`config.mk`:
```
export PLATFORM = sky130hd
export DESIGN_NAME = buck_boost_pwm_supervisor
export DESIGN_NICKNAME = d
export VERILOG_FILES = /design/src/rtl/bbps_pkg.sv /design/src/rtl/bbps_core.sv /design/src/rtl/buck_boost_pwm_supervisor.sv
export SDC_FILE = /design/constraint.sdc
export NUM_CORES = 1
export LEC_CHECK = 0
export BUFFER_PORTS_ARGS = -buffer_cell sky130_fd_sc_hd__buf_4
export CORE_MARGIN = 1.5
export CORE_UTILIZATION = 45
export DETAILED_ROUTE_END_ITERATION = 10
export GPL_ROUTABILITY_DRIVEN = 0
export HOLD_SLACK_MARGIN = 0.05
export PLACE_DENSITY_LB_ADDON = 0.08
export SLEW_MARGIN = 30
export SYNTH_ARGS = -nofsm -noshare
export SYNTH_HDL_FRONTEND = slang
export SYNTH_HIERARCHICAL = 1
export SYNTH_SLANG_ARGS = --single-unit
```
`constraint.sdc`:
```
create_clock -name clk -period 3.4 [get_ports clk]
set_input_delay 0.34 -clock clk [delete_from_list [all_inputs] [get_ports clk]]
set_output_delay 0.34 -clock clk [all_outputs]
set_load 0.02 [all_outputs]
```
`src/rtl/bbps_pkg.sv`:
```
// ----------------------------------------------------------------------------
// bbps_pkg
// Shared types and codes of the boost/buck PWM supervisor.
// ----------------------------------------------------------------------------
`default_nettype none

package bbps_pkg;

    localparam int DUTY_W   = 17;
    localparam int REQ_W    = 18;
    localparam int OP_W     = 3;
    localparam int SEL_W    = 2;
    localparam int STATUS_W = 4;
    localparam int CFG_AW   = 3;

    localparam int IN_TDATA_W  = 24;
    localparam int IN_TUSER_W  = 5;
    localparam int OUT_TDATA_W = 80;

    localparam logic [OP_W-1:0] OP_MANUAL_SET  = 3'd0;
    localparam logic [OP_W-1:0] OP_CONTROL_SET = 3'd1;
    localparam logic [OP_W-1:0] OP_ENABLE      = 3'd2;
    localparam logic [OP_W-1:0] OP_ENABLE_BOTH = 3'd3;
    localparam logic [OP_W-1:0] OP_DISABLE     = 3'd4;

    localparam logic [SEL_W-1:0] SEL_BOOST   = 2'd0;
    localparam logic [SEL_W-1:0] SEL_BUCK    = 2'd1;
    localparam logic [SEL_W-1:0] SEL_ALL     = 2'd2;
    localparam logic [SEL_W-1:0] SEL_UNKNOWN = 2'd3;

    localparam logic [CFG_AW-1:0] CFG_HARDWARE_READY     = 3'd0;
    localparam logic [CFG_AW-1:0] CFG_COMPLEMENTARY_MODE = 3'd1;
    localparam logic [CFG_AW-1:0] CFG_ALLOW_DUAL_STAGE   = 3'd2;
    localparam logic [CFG_AW-1:0] CFG_MANUAL_MAX_DUTY    = 3'd3;
    localparam logic [CFG_AW-1:0] CFG_BOOST_CONTROL_MAX  = 3'd4;
    localparam logic [CFG_AW-1:0] CFG_BUCK_CONTROL_MAX   = 3'd5;
    localparam logic [CFG_AW-1:0] CFG_MIN_ENABLED_DUTY   = 3'd6;

    localparam logic [DUTY_W-1:0] RST_MANUAL_MAX   = 17'd30000;
    localparam logic [DUTY_W-1:0] RST_BOOST_CTRL   = 17'd30000;
    localparam logic [DUTY_W-1:0] RST_BUCK_CTRL    = 17'd85000;
    localparam logic [DUTY_W-1:0] RST_MIN_ENABLED  = 17'd1;

    typedef enum logic [STATUS_W-1:0] {
        ST_APPLIED      = 4'd0,
        ST_STAGED       = 4'd1,
        ST_ZERO_DIS     = 4'd2,
        ST_NOT_READY    = 4'd3,
        ST_RANGE        = 4'd4,
        ST_STAGE        = 4'd5,
        ST_FAULT_HELD   = 4'd6,
        ST_INTERLOCK    = 4'd7,
        ST_ZERO_REFUSED = 4'd8
    } status_t;

    typedef struct packed {
        logic              hardware_ready;
        logic              complementary_mode;
        logic              allow_dual_stage;
        logic [DUTY_W-1:0] manual_max_duty;
        logic [DUTY_W-1:0] boost_control_max;
        logic [DUTY_W-1:0] buck_control_max;
        logic [DUTY_W-1:0] min_enabled_duty;
    } cfg_t;

    typedef struct packed {
        logic [DUTY_W-1:0] boost_duty;
        logic [DUTY_W-1:0] buck_duty;
        logic              boost_en;
        logic              buck_en;
        logic              fault;
        logic [DUTY_W-1:0] boost_a;
        logic [DUTY_W-1:0] boost_b;
        logic [DUTY_W-1:0] buck_a;
        logic [DUTY_W-1:0] buck_b;
    } sup_state_t;

    typedef struct packed {
        logic [OP_W-1:0]  operation;
        logic [SEL_W-1:0] stage_select;
        logic [REQ_W-1:0] duty_request;
    } cmd_t;

endpackage

`default_nettype wire

```
`src/rtl/bbps_core.sv`:
```
// ----------------------------------------------------------------------------
// bbps_core
// Next-state and status decode for one supervisor command.
// ----------------------------------------------------------------------------
`default_nettype none

module bbps_core #(
    parameter int DUTY_FULL_SCALE = 100000
) (
    input  bbps_pkg::cfg_t       cfg,
    input  bbps_pkg::cmd_t       cmd,
    input  bbps_pkg::sup_state_t cur,
    output bbps_pkg::sup_state_t nxt,
    output logic                 accepted,
    output bbps_pkg::status_t    status
);
    import bbps_pkg::*;

    localparam int FS_BITS = $clog2(DUTY_FULL_SCALE + 1);
    localparam int CW      = (FS_BITS > DUTY_W) ? FS_BITS : DUTY_W;
    localparam logic [CW-1:0] FULL = CW'(DUTY_FULL_SCALE);

    function automatic sup_state_t stage_off(sup_state_t s, logic st);
        sup_state_t r;
        r = s;
        if (!st)
        begin
            r.boost_a  = '0;
            r.boost_b  = '0;
            r.boost_en = 1'b0;
        end
        else
        begin
            r.buck_a  = '0;
            r.buck_b  = '0;
            r.buck_en = 1'b0;
        end
        return r;
    endfunction

    function automatic sup_state_t drive(sup_state_t s, logic st, logic [DUTY_W-1:0] d,
                                         logic comp);
        sup_state_t    r;
        logic [CW-1:0] dx;
        logic [CW-1:0] diff;
        r    = s;
        dx   = CW'(d);
        diff = FULL - dx;
        if (!st)
        begin
            if (comp)
            begin
                r.boost_a = (dx > FULL) ? '0 : diff[DUTY_W-1:0];
            end
            else
            begin
                r.boost_a = '0;
                r.boost_b = d;
            end
        end
        else
        begin
            r.buck_a = d;
            if (!comp)
            begin
                r.buck_b = '0;
            end
        end
        return r;
    endfunction

    logic              neg;
    logic [DUTY_W-1:0] d;
    logic [DUTY_W-1:0] limit;
    logic              st;
    logic              other_en;
    logic              self_en;
    logic              ok0;
    logic              ok1;
    logic              oks;
    sup_state_t        s;

    assign neg = cmd.duty_request[REQ_W-1];
    assign d   = cmd.duty_request[DUTY_W-1:0];
    assign st  = cmd.stage_select[0];

    always_comb
    begin
        limit = cfg.manual_max_duty;
        if (cmd.operation == OP_CONTROL_SET)
        begin
            limit = (cmd.stage_select == SEL_BUCK) ? cfg.buck_control_max
                                                   : cfg.boost_control_max;
        end
    end

    assign self_en  = st ? cur.buck_en : cur.boost_en;
    assign other_en = st ? cur.boost_en : cur.buck_en;
    assign ok0      = cur.boost_duty > cfg.min_enabled_duty;
    assign ok1      = cur.buck_duty > cfg.min_enabled_duty;
    assign oks      = st ? ok1 : ok0;

    always_comb
    begin
        s        = cur;
        accepted = 1'b0;
        status   = ST_STAGE;
        case (cmd.operation)
            OP_MANUAL_SET, OP_CONTROL_SET:
            begin
                if (!cfg.hardware_ready)
                begin
                    s.fault = 1'b1;
                    status  = ST_NOT_READY;
                end
                else if (neg || d > limit)
                begin
                    s       = stage_off(stage_off(s, 1'b0), 1'b1);
                    s.fault = 1'b1;
                    status  = ST_RANGE;
                end
                else if (cmd.stage_select == SEL_ALL || cmd.stage_select == SEL_UNKNOWN)
                begin
                    s       = stage_off(stage_off(s, 1'b0), 1'b1);
                    s.fault = 1'b1;
                    status  = ST_STAGE;
                end
                else
                begin
                    if (st)
                    begin
                        s.buck_duty = d;
                    end
                    else
                    begin
                        s.boost_duty = d;
                    end
                    accepted = 1'b1;
                    if (!self_en)
                    begin
                        status = ST_STAGED;
                    end
                    else if (cmd.operation == OP_MANUAL_SET && d <= cfg.min_enabled_duty)
                    begin
                        s      = stage_off(s, st);
                        status = ST_ZERO_DIS;
                    end
                    else
                    begin
                        s      = drive(s, st, d, cfg.complementary_mode);
                        status = ST_APPLIED;
                    end
                end
            end
            OP_ENABLE, OP_ENABLE_BOTH:
            begin
                if (!cfg.hardware_ready)
                begin
                    s.fault = 1'b1;
                    status  = ST_NOT_READY;
                end
                else if (cur.fault)
                begin
                    status = ST_FAULT_HELD;
                end
                else if (cmd.operation == OP_ENABLE_BOTH)
                begin
                    if (ok0 && ok1)
                    begin
                        s = drive(s, 1'b0, cur.boost_duty, cfg.complementary_mode);
                        s = drive(s, 1'b1, cur.buck_duty, cfg.complementary_mode);
                        s.boost_en = 1'b1;
                        s.buck_en  = 1'b1;
                        accepted   = 1'b1;
                        status     = ST_APPLIED;
                    end
                    else
                    begin
                        s      = stage_off(stage_off(s, 1'b0), 1'b1);
                        status = ST_ZERO_REFUSED;
                    end
                end
                else if (cmd.stage_select == SEL_ALL || cmd.stage_select == SEL_UNKNOWN)
                begin
                    s       = stage_off(stage_off(s, 1'b0), 1'b1);
                    s.fault = 1'b1;
                    status  = ST_STAGE;
                end
                else if (!cfg.allow_dual_stage && other_en)
                begin
                    s       = stage_off(stage_off(s, 1'b0), 1'b1);
                    s.fault = 1'b1;
                    status  = ST_INTERLOCK;
                end
                else if (oks)
                begin
                    s = drive(s, st, st ? cur.buck_duty : cur.boost_duty,
                              cfg.complementary_mode);
                    if (st)
                    begin
                        s.buck_en = 1'b1;
                    end
                    else
                    begin
                        s.boost_en = 1'b1;
                    end
                    accepted = 1'b1;
                    status   = ST_APPLIED;
                end
                else
                begin
                    s      = stage_off(s, st);
                    status = ST_ZERO_REFUSED;
                end
            end
            OP_DISABLE:
            begin
                if (cmd.stage_select == SEL_BOOST || cmd.stage_select == SEL_BUCK)
                begin
                    s        = stage_off(s, st);
                    accepted = 1'b1;
                    status   = ST_APPLIED;
                end
                else if (cmd.stage_select == SEL_ALL)
                begin
                    s        = stage_off(stage_off(s, 1'b0), 1'b1);
                    accepted = 1'b1;
                    status   = ST_APPLIED;
                end
                else
                begin
                    s       = stage_off(stage_off(s, 1'b0), 1'b1);
                    s.fault = 1'b1;
                    status  = ST_STAGE;
                end
            end
            default:
            begin
                status = ST_STAGE;
            end
        endcase
        nxt = s;
    end

endmodule

`default_nettype wire

```
`src/rtl/buck_boost_pwm_supervisor.sv`:
```
// ----------------------------------------------------------------------------
// buck_boost_pwm_supervisor
// Safety supervisor for one boost and one buck PWM stage.
//
// Usage:
//   s_axis carries one command request: tuser holds operation and stage
//   select, tdata holds the signed duty request. m_axis returns one status
//   request per command with the enable flags, the fault latch and the four
//   operator compare values after the command.
//   The cfg channel writes one register per request (cfg_addr is the register
//   index); it is always ready. The user must write it only while the block is
//   idle; the block does not enforce this. The result is on m_axis in the cycle
//   after acceptance; throughput is one command per cycle while m_axis is ready,
//   set by the single output register. On a stall the result is held on m_axis
//   and s_axis takes one more command only once it is taken. Reset clears the
//   enable flags, fault latch, staged duties and compares, and loads the
//   register defaults. Only reset clears the fault latch.
// ----------------------------------------------------------------------------
`default_nettype none

module buck_boost_pwm_supervisor #(
    parameter int DUTY_FULL_SCALE = 100000
) (
    input  logic                                clk,
    input  logic                                rst_n,
    input  logic                                s_axis_tvalid,
    output logic                                s_axis_tready,
    // [17:0] duty_request, [23:18] zero
    input  logic [bbps_pkg::IN_TDATA_W-1:0]     s_axis_tdata,
    // [2:0] operation, [4:3] stage_select
    input  logic [bbps_pkg::IN_TUSER_W-1:0]     s_axis_tuser,
    output logic                                m_axis_tvalid,
    input  logic                                m_axis_tready,
    // [0] accepted, [4:1] status, [5] boost_on, [6] buck_on, [7] fault_flag,
    // [24:8] boost_compare_a, [41:25] boost_compare_b, [58:42] buck_compare_a,
    // [75:59] buck_compare_b, [79:76] zero
    output logic [bbps_pkg::OUT_TDATA_W-1:0]    m_axis_tdata,
    input  logic                                cfg_valid,
    output logic                                cfg_ready,
    input  logic [bbps_pkg::CFG_AW-1:0]         cfg_addr,
    input  logic [bbps_pkg::DUTY_W-1:0]         cfg_data
);
    import bbps_pkg::*;

    cfg_t       cfg_reg;
    sup_state_t state_reg;
    sup_state_t state_next;
    cmd_t       cmd;
    logic       accepted;
    status_t    status;
    logic       in_fire;
    logic       out_valid_reg;
    logic [OUT_TDATA_W-1:0] out_data_reg;
    logic [OUT_TDATA_W-1:0] out_data_next;

    assign cfg_ready     = 1'b1;
    assign s_axis_tready = !out_valid_reg || m_axis_tready;
    assign in_fire       = s_axis_tvalid && s_axis_tready;

    assign cmd.operation    = s_axis_tuser[OP_W-1:0];
    assign cmd.stage_select = s_axis_tuser[OP_W+SEL_W-1:OP_W];
    assign cmd.duty_request = s_axis_tdata[REQ_W-1:0];

    bbps_core #(
        .DUTY_FULL_SCALE (DUTY_FULL_SCALE)
    ) u_core (
        .cfg      (cfg_reg),
        .cmd      (cmd),
        .cur      (state_reg),
        .nxt      (state_next),
        .accepted (accepted),
        .status   (status)
    );

    assign out_data_next = {4'd0,
                            state_next.buck_b,
                            state_next.buck_a,
                            state_next.boost_b,
                            state_next.boost_a,
                            state_next.fault,
                            state_next.buck_en,
                            state_next.boost_en,
                            status,
                            accepted};

    always_ff @(posedge clk or negedge rst_n)
    begin
        if (!rst_n)
        begin
            cfg_reg.hardware_ready     <= 1'b0;
            cfg_reg.complementary_mode <= 1'b0;
            cfg_reg.allow_dual_stage   <= 1'b0;
            cfg_reg.manual_max_duty    <= RST_MANUAL_MAX;
            cfg_reg.boost_control_max  <= RST_BOOST_CTRL;
            cfg_reg.buck_control_max   <= RST_BUCK_CTRL;
            cfg_reg.min_enabled_duty   <= RST_MIN_ENABLED;
        end
        else if (cfg_valid && cfg_ready)
        begin
            unique case (cfg_addr)
                CFG_HARDWARE_READY:     cfg_reg.hardware_ready     <= cfg_data[0];
                CFG_COMPLEMENTARY_MODE: cfg_reg.complementary_mode <= cfg_data[0];
                CFG_ALLOW_DUAL_STAGE:   cfg_reg.allow_dual_stage   <= cfg_data[0];
                CFG_MANUAL_MAX_DUTY:    cfg_reg.manual_max_duty    <= cfg_data;
                CFG_BOOST_CONTROL_MAX:  cfg_reg.boost_control_max  <= cfg_data;
                CFG_BUCK_CONTROL_MAX:   cfg_reg.buck_control_max   <= cfg_data;
                CFG_MIN_ENABLED_DUTY:   cfg_reg.min_enabled_duty   <= cfg_data;
                default:
                begin
                end
            endcase
        end
    end

    always_ff @(posedge clk or negedge rst_n)
    begin
        if (!rst_n)
        begin
            state_reg     <= '0;
            out_valid_reg <= 1'b0;
        end
        else
        begin
            if (in_fire)
            begin
                state_reg     <= state_next;
                out_valid_reg <= 1'b1;
            end
            else if (m_axis_tready)
            begin
                out_valid_reg <= 1'b0;
            end
        end
    end

    always_ff @(posedge clk)
    begin
        if (in_fire)
        begin
            out_data_reg <= out_data_next;
        end
    end

    assign m_axis_tvalid = out_valid_reg;
    assign m_axis_tdata  = out_data_reg;

endmodule

`default_nettype wire

```
### Word level (Yosys, flattened, before mapping)

Index checks and enable logic that the tools add are counted.

* word-level logic and storage cells: 146
* bits in registers: 253
* input bits: 54
* output and inout bits: 83

* multiplexer cells: 77
* $lt $le $gt $ge: 7
* reduce and logical (&&, ||, !) cells: 24
* equal/unequal tests: 13
* bitwise gates (word level): 4
* add/sub/neg operators: 3

Operators with widths (count)
* 2-to-1 mux 105 bit: 7
* one-hot mux 105 bit (3 select lines): 1
* 2-to-1 mux 71 bit: 4
* 2-to-1 mux 17 bit: 15
* 2-to-1 mux 34 bit: 6
* 2-to-1 mux 68 bit: 2
* 2-to-1 mux 36 bit: 2
* 2-to-1 mux 69 bit: 1
* > comparator 17 bit: 3
* > comparator 17 bit, second input constant: 3
* subtractor 17 bit, first input constant: 3
* 2-to-1 mux 4 bit: 12
* 2-to-1 mux 1 bit: 23
* <= comparator 17 bit: 1
* AND reduction 2 bit: 7
* equality test 3 x 2 -> 1 bit, second input constant: 4
* equality test 3 bit, second input constant: 4
* one-hot mux 4 bit (3 select lines): 1
* AND reduction 7 bit: 1
* equality test 3 x 1 -> 1 bit, second input constant: 2
* logical NOT 3 bit: 2
* equality test 2 bit, second input constant: 2
* logical AND 1 bit: 4
* logical OR 1 bit: 4
* 9 further kinds: 14

### Depth between registers and ports, before layout

Gate-level depths: netlist (run 1).

* depth after elaboration: 12
* depth in mapped cells: 20
* depth with buffers taken out: 15

### Hierarchy

Netlist (run 1), hierarchy kept.

Modules (own cells, without submodules)
* buck_boost_pwm_supervisor: instances 1, cells an instance 466, sequential area each 6736.5 µm², area each 8993.6 µm²
* bbps_core: instances 1, cells an instance 888, sequential area each 0.0 µm², area each 6118.4 µm²

### Worst setup path before layout (run 1)

OpenSTA, ideal clock, no wires.

* path kind: input port to flip-flop
* from: input port s_axis_tuser[3] (netlist bit)
* to: register state_reg[100] (netlist bit)
* setup time: 0.125 ns
* stages on the path: 19
* slack: -0.830 ns
* path buffers: 5
* arrival: 4.105 ns
* data required time: 3.275 ns
* path through: buf_2 > buf_2 > nand2b_1 > clkbuf_1 > clkbuf_1 > nand2_1 > a21oi_1 > a21oi_1 > ha_1 > nand4_1 > nor4_1 > and4_1 > a31oi_2 > nor3_2 > nand3_1 > nor2_4 > buf_4 > mux2_2 > mux2_2

RTL lines
* from (decl): RTL line buck_boost_pwm_supervisor.sv:31 `input logic [bbps_pkg::IN_TUSER_W-1:0] s_axis_tuser,`
* to (signal assigned): RTL line buck_boost_pwm_supervisor.sv:126 `state_reg <= state_next;`
* to (decl): RTL line buck_boost_pwm_supervisor.sv:46 `sup_state_t state_reg;`

==> reports/results.tsv, run 1 <==
stage	metric	value	unit
status	outcome	finished with violations	
status	violations	negative setup slack	
synthesis	seq_area_frac_synth	44.6	%
sta	setup_tns	-0.171	ns
drt	viasPerCell	5.97	
pwr	cellPowerDensity	513	nW/um^2
drt	wirelength	48.6	mm
synthesis	synth_common_cells	mux2_2, dfrtp_1, nand2_1	
floorplan	die_area	34700	um^2
cts	insertion_delay	0.56	ns
sta	fin_crit	3.43	ns
critical_path	crit_fanout	4	
synthesis	syn_inst	1354	
pwr	total_power	9.89	mW
min_path	hp-class	input pin to register	
global_routing	track_usage	27.8	%
floorplan	die_height	186	um
critical_path	critPathLaunchType	register	
min_path	worstHoldStart	cfg_data[12]	
critical_path	crit_path_end_kind	register	
critical_path	setup.worst_path.class	register to register	
synthesis	syn_area	15100	um^2
synthesis	synth_warnings	6	
flow_run	drv_cap	0	
sta	relSlewSlack	39.2	%
sta	period_share	101	%
synthesis	synthTopCellsByArea	dfrtp_1, mux2_2, edfxtp_1	
critical_path	timing.critical_path.from	cfg_reg[46]$_DFFE_PN1P_	
drt	dr.pass1.iters	6	
sta	rsz0062_at_grt	true	
critical_path	r2r_start	cfg_reg[46]$_DFFE_PN1P_	
layout	largest_reg_flops	105	
layout	drive_gt1_share	41.0	%
layout	area_delta_synth_final	27.6	%
floorplan	die_w	186	um
drt	vias	12300	
sta	max_freq	292	MHz
floorplan	ios	137	
cts	numCtsBuffers	28	
drt	wl_per_cell	23.6	um
cts	cts_htree_levels	1	
synthesis	ys_types	88	
global_routing	grt_pass1_wl	72.0	mm
synthesis	ys.flop_type	dfrtp_1	
layout	antenna_cells	0	
synthesis	yosysTopAreaCell	dfrtp_1	
synthesis	synth_top_area_share	26.0	%
sta	worst_slack	-0.0287	ns
critical_path	required	3.83	ns
cts	root_buffer	clkbuf_16	
floorplan	num_rows	66	
sta	hold_viol_final	0	
layout	fin_util	58.8	%
synthesis	async_reset_ff_share	70.0	%
global_routing	antenna_found_initial	0	
sta	setup-violations-final	15	
drt	final_antenna_net_count	0	
cts	cts_sinks	253	
cts	clk_path_buf_depth	3	
placement	portBuffers	125	
layout	regArea	6740	um^2
critical_path	critPathArrivalTime	3.86	ns
placement	dp_hpwl	34.4	mm
sta	skew	0.0116	ns
pwr	leakagePower	8.56	nW
global_routing	grt-ovfl-total	0	
sta	worst_pin_slew	0.909	ns
synthesis	ys_seq_elements	253	
min_path	whs_path_depth	2	
floorplan	coreArea	32800	um^2
pwr	irDropWorstVdd	0.000437	V
layout	layout.nets	1722	
cts	path_clk_slew	0.06	ns
critical_path	reg2regPathDepth	16	
layout	multi_input_area	8440	um^2
cts	cts_tree	built	
global_routing	grt_max_degree	106	
floorplan	start_util	46.1	%
synthesis	syn_avg_cell_area	11.2	um^2
layout	filler_cell_count	2785	
global_routing	grt_pass1_vias	11700	
drt	drtIter0Drc	823	
synthesis	synth-edff-count	76	
drt	drc	0	
synthesis	yosysMostFrequentCell	mux2_2	
sta	slew_violations	0	
## path summary, 6_finish.rpt
| check | to | slack (ns) |
|---|---|---|
| min reg2reg | cfg_reg[7]$_DFFE_PN0P_ | 0.50 |
| max reg2reg | m_axis_tdata[32]$_DFFE_PP_ | -0.03 |
| min | cfg_reg[12]$_DFFE_PN0P_ | 0.07 |
| max | m_axis_tdata[32]$_DFFE_PP_ | -0.03 |
| max in group asynchronous | cfg_reg[0]$_DFFE_PN1P_ | 2.31 |
| min in group asynchronous | cfg_reg[29]$_DFFE_PN0P_ | 0.30 |
## report_power, final
part           internal, mW  switching (mW)
Combinational          1.34            1.70
Sequential             3.53           0.276
Clock                  1.77            1.27
Total                  6.64            3.25
## metrics by stage
| stage | instance area, um^2 | hold slack, ns | instances | worst slack, ns |
|---|---|---|---|---|
| final | 19300 | 0.0695 | 2061 | -0.0287 |
| after global placement | 17400 | 0.331 | 1966 | -0.338 |
| after global routing | 19300 | 0.0615 | 2061 | -0.153 |
| after floorplan | 15300 | 0.0444 | 1357 | -0.280 |
| after CTS | 18600 | 0.0539 | 2039 | -0.0126 |
| after detailed placement | 17400 | 0.329 | 1966 | -0.428 |
## critical path: stages, from the launching register on
cell and delay, ns:
dfstp_2 0.53, nand2_2 0.05, a21oi_2 0.16, a21oi_1 0.06, ha_1 0.29, nand4_1 0.16
nor4_2 0.31, buf_4 0.19, and4_4 0.24, a31oi_4 0.06, buf_6 0.15, buf_6 0.10
nor4_4 0.25, o311a_4 0.31, nand3b_4 0.17, a221o_1 0.17, buf_4 0.11
## cell type report
type,instances,area share (%)
Multi-Input combinational cell,984,43.8
Sequential cell,253,34.9
Timing Repair Buffer,299,13.0
Clock buffer,37,3.86
Tap cell,442,2.87
Clock inverter,15,0.870
Inverter,31,0.610
## logic make-up (layout without fill, tap and decap cells)
kind of cell    after synthesis  after routing  share of synthesized area, %
compound gates              338            341                          15.9
xor+xnor                     42             42                          2.43
fa+ha+maj                    71             71                          5.88
buf+inv                     124            382                          3.98
flops                       253            253                          44.6
mux                         226            226                          16.7
other cells                   2              5                        0.0497
simple gates                298            299                          10.4
## metal layers
layer  part of all wire [%]  global-route usage, %
met5                      0                      0
met4                    5.4                   13.9
met3                    6.9                   4.11
met2                     44                   42.4
met1                     44                   38.5
## repair_timing
action | in CTS | in global routing
endpoints found under the hold margin | 91 | 0
gates cloned | 1 | 5
setup buffers | 2 | 20
hold buffers | 18 | 0
setup endpoints to repair | 55 | 141
pin swaps | 10 | 56
resized for setup | 12 | 110
## placed cells by master, fill, tap and decap left out, types with 14 or more instances in the layout
master,instances
dlygate4sd3_1,18
and2_4,17
edfxtp_1,76
nor2_1,42
nor3_1,20
a221o_1,17
clkbuf_16,29
ha_1,71
dfstp_2,20
a31oi_1,16
a21o_1,20
xnor2_1,23
a21oi_1,71
mux2_4,36
mux2i_1,15
a221oi_1,19
nand3_1,21
dfrtp_1,157
xor2_1,19
a22oi_1,15
mux2_2,175
buf_4,255
o21ai_1,18
nand2_1,94
inv_1,28
o21ai_0,30
nand4_1,14
Note: power is estimated with default switching activity, not from simulation.
==> run 2: changes to the inputs <==
--- a/config.mk
+++ b/config.mk
@@ -11,6 +11,7 @@
 export DETAILED_ROUTE_END_ITERATION = 10
 export GPL_ROUTABILITY_DRIVEN = 0
 export HOLD_SLACK_MARGIN = 0.05
+export MAX_ROUTING_LAYER = met4
 export PLACE_DENSITY_LB_ADDON = 0.08
 export SLEW_MARGIN = 30
 export SYNTH_ARGS = -nofsm -noshare
==> run 2 against run 1 <==
  * The run still ends with negative setup slack left
  * Power is 0.51% lower
  * Sequential cell count stayed put
  * Clock power hardly changed
  * Core utilization is 0.63 points lower
  * Die area stayed put
  * Maximum frequency is 0.34% higher
  * Clock-buffer cell count stayed put
  * Sequential power hardly changed
  * Cell area is 1.1% lower
  * Hold slack better by 0.0042 ns
  * Non-clock buffer count is 4 lower
  * Register-to-register slack hardly changed
  * Largest power group unchanged
==> reports/results.tsv, run 2 (synthesis gave the netlist of run 1 again) <==
stage	metric	value	unit	change
critical_path	critPathMaxStageDelay	0.53	ns	about the same
pwr	total_power	9.84	mW	-0.51%
floorplan	num_rows	66		unchanged
floorplan	die_height	186	um	unchanged
sta	hold_viol_final	0		unchanged
global_routing	grt_pass1_wl	71.9	mm	-0.11%
cts	path_clk_slew	0.06	ns	about the same
drt	drc	0		unchanged
pwr	seq_power_share	38.6	%	+0.2 points
pwr	p_switching	3.22	mW	-1.1%
critical_path	critPathArrivalTime	3.85	ns	about the same
global_routing	track_usage	28.6	%	+0.81 points
sta	worst_pin_slew	0.910	ns	+0.000497 ns
pwr	power.share.clock	30.9	%	about the same
layout	final_cell_mix	buf_4, mux2_2, dfrtp_1, nand2_1, edfxtp_1		
layout	antenna_cells	0		unchanged
cts	insertion_delay	0.56	ns	about the same
sta	fin_crit	3.42	ns	-0.0116 ns
global_routing	grt_pass1_vias	11700		-0.23%
min_path	holdPathEnd	cfg_reg[12]$_DFFE_PN0P_		
drt	final_antenna_net_count	0		unchanged
sta	setup-violations-final	11		-4
flow_run	drv_cap	0		unchanged
status	violations	negative setup slack		
cts	cts_tree	built		
critical_path	reg2regPathDepth	15		-1
critical_path	crit_fanout	8		+4
min_path	whs_path_depth	2		unchanged
layout	final_common_cell	buf_4		
floorplan	die_w	186	um	unchanged
layout	drive_gt1_share	38.5	%	-2.5 points
critical_path	cp_num_buf_inv	2		-2
global_routing	grt_max_degree	106		unchanged
sta	slew_violations	0		unchanged
critical_path	setup.worst_path.class	register to register		
pwr	swShare	32.7	%	-0.21 points
pwr	irDropWorstVdd	0.000436	V	-0.15%
global_routing	antenna_found_initial	0		unchanged
drt	drtIter0Drc	1174		+43%
min_path	worstHoldStart	cfg_data[12]		
sta	rsz0062_at_grt	true		
critical_path	crit_cells	15		-1
cts	numCtsBuffers	28		unchanged
floorplan	start_util	46.1	%	unchanged
critical_path	slowest_stage	dfstp_2		
sta	period_share	101	%	-0.34 points
floorplan	coreArea	32800	um^2	unchanged
drt	vias	12300		+0.12%
pwr	intPower	6.62	mW	-0.20%
placement	portBuffers	125		unchanged
critical_path	r2r_start	cfg_reg[28]$_DFFE_PN1P_		
drt	wirelength	48.5	mm	-0.14%
critical_path	rrSetupSlack	-0.02	ns	about the same
drt	wl_per_cell	23.6	um	about the same
layout	layout.nets	1719		-0.17%
global_routing	grt-ovfl-total	0		unchanged
cts	cts_sinks	253		unchanged
sta	setup_tns	-0.0849	ns	+0.0863 ns
critical_path	path_cells	nand2_1, a21oi_1, a21oi_1, ha_1, nand4_1, nor4_2, buf_4, and4_4, a31oi_4, nor3_4, nand3_2, nor2_4, clkbuf_16, mux2_4, mux2_2		
floorplan	die_area	34700	um^2	unchanged
critical_path	critPathTopFamily	simple AND/OR/NAND/NOR gates		
sta	max_freq	293	MHz	+0.34%
floorplan	ios	137		unchanged
critical_path	critPathLaunchType	register		
placement	dp_hpwl	34.4	mm	unchanged
sta	skew	0.0156	ns	+0.00406 ns
pwr	cellPowerDensity	516	nW/um^2	+0.56%
cts	cts_htree_levels	1		unchanged
critical_path	rr_endpoint	state_reg[100]$_DFFE_PN0P_		
drt	viasPerCell	5.98		+0.27%
layout	fin_util	58.2	%	-0.63 points
layout	largest_reg_flops	105		unchanged
critical_path	cpMostUsedCell	a21oi_1		
pwr	leakagePower	8.47	nW	-0.97%
pwr	p_comb_share	30.4	%	-0.4 points
critical_path	crit_path_end_kind	register		
sta	relSlewSlack	39.2	%	about the same
layout	filler_cell_count	2804		+0.68%
cts	clk_path_buf_depth	3		unchanged
cts	root_buffer	clkbuf_16		
critical_path	required	3.83	ns	about the same
min_path	hp-class	input pin to register		
drt	dr.pass1.iters	7		+1
status	outcome	finished with violations		
layout	area_delta_synth_final	26.2	%	
sta	worst_slack	-0.0171	ns	+0.0116 ns
[run 2: cell count changes in the layout (fill, tap and decap cells not counted), moves of 3 or more]
cell       previous run  this run
a22oi_2              12         1
o31ai_2               6         1
clkbuf_16            29        32
buf_4               255       252
buf_6                12         6
o21ai_0              30        34
mux2_4               36        30
and2_1                9        26
mux2_2              175       181
a22oi_1              15        26
o31ai_1               4        10
o21ai_1              18        14
and2_4               17         0
[run 2: area by class of cell]
| type | instances | area, um^2 | area share (%) |
|---|---|---|---|
| clock buffers | 37 | 744 | 3.90 |
| multi-input cells | 985 | 8210 | 43.1 |
| repair buffers | 295 | 2540 | 13.3 |
| flip-flops and latches | 253 | 6740 | 35.3 |
| inverters | 31 | 118 | 0.617 |
| well taps | 442 | 553 | 2.90 |
| clock inverters | 15 | 168 | 0.879 |
[run 2: through the flow]
stage	setup WS [ns]	instance area, um^2	cells	hold WS, ns
6_report	-0.0171	19100	2058	0.0737
2_1_floorplan	-0.280	15300	1357	0.0444
3_5_place_dp	-0.428	17400	1966	0.329
3_3_place_gp	-0.338	17400	1966	0.331
4_1_cts	-0.0126	18600	2039	0.0539
5_1_grt	-0.178	19100	2058	0.0616
[run 2: worst max-delay path by stage]
stage | from | endpoint | slack (ns)
floorplan | s_axis_tuser[3] | state_reg[100]$_DFFE_PN0P_ | -0.28
global placement | s_axis_tuser[3] | state_reg[93]$_DFFE_PN0P_ | -0.34
detailed placement | s_axis_tuser[3] | state_reg[93]$_DFFE_PN0P_ | -0.43
CTS | cfg_reg[46]$_DFFE_PN1P_ | state_reg[93]$_DFFE_PN0P_ | -0.01
global route | cfg_reg[28]$_DFFE_PN1P_ | state_reg[98]$_DFFE_PN0P_ | -0.18
finish | cfg_reg[28]$_DFFE_PN1P_ | state_reg[100]$_DFFE_PN0P_ | -0.02
[run 2: per-layer routing]
layer | track usage [%] | wire (um)
met5 | - | 0
met3 | 3.99 | 3690
met2 | 42.2 | 21400
met1 | 38.6 | 20900
met4 | 14.0 | 2550
[run 2: repair_timing]
action                                 in CTS  in global routing
hold buffers                               18                  0
pin swaps                                  10                 14
endpoints found under the hold margin      91                  0
gates resized for setup                    12                 49
setup buffers                               2                 13
cloned                                      1                  8
setup endpoints to repair                  55                138
[run 2: power by group through the flow]
stage	Clock [mW]	Sequential (mW)	Combinational, mW
floorplan	0	3.82	1.71
global placement	0	3.84	2.76
global route	3.23	3.84	3.26
finish	3.05	3.80	2.99
detailed placement	0	3.85	2.80
CTS	3.12	3.79	2.85
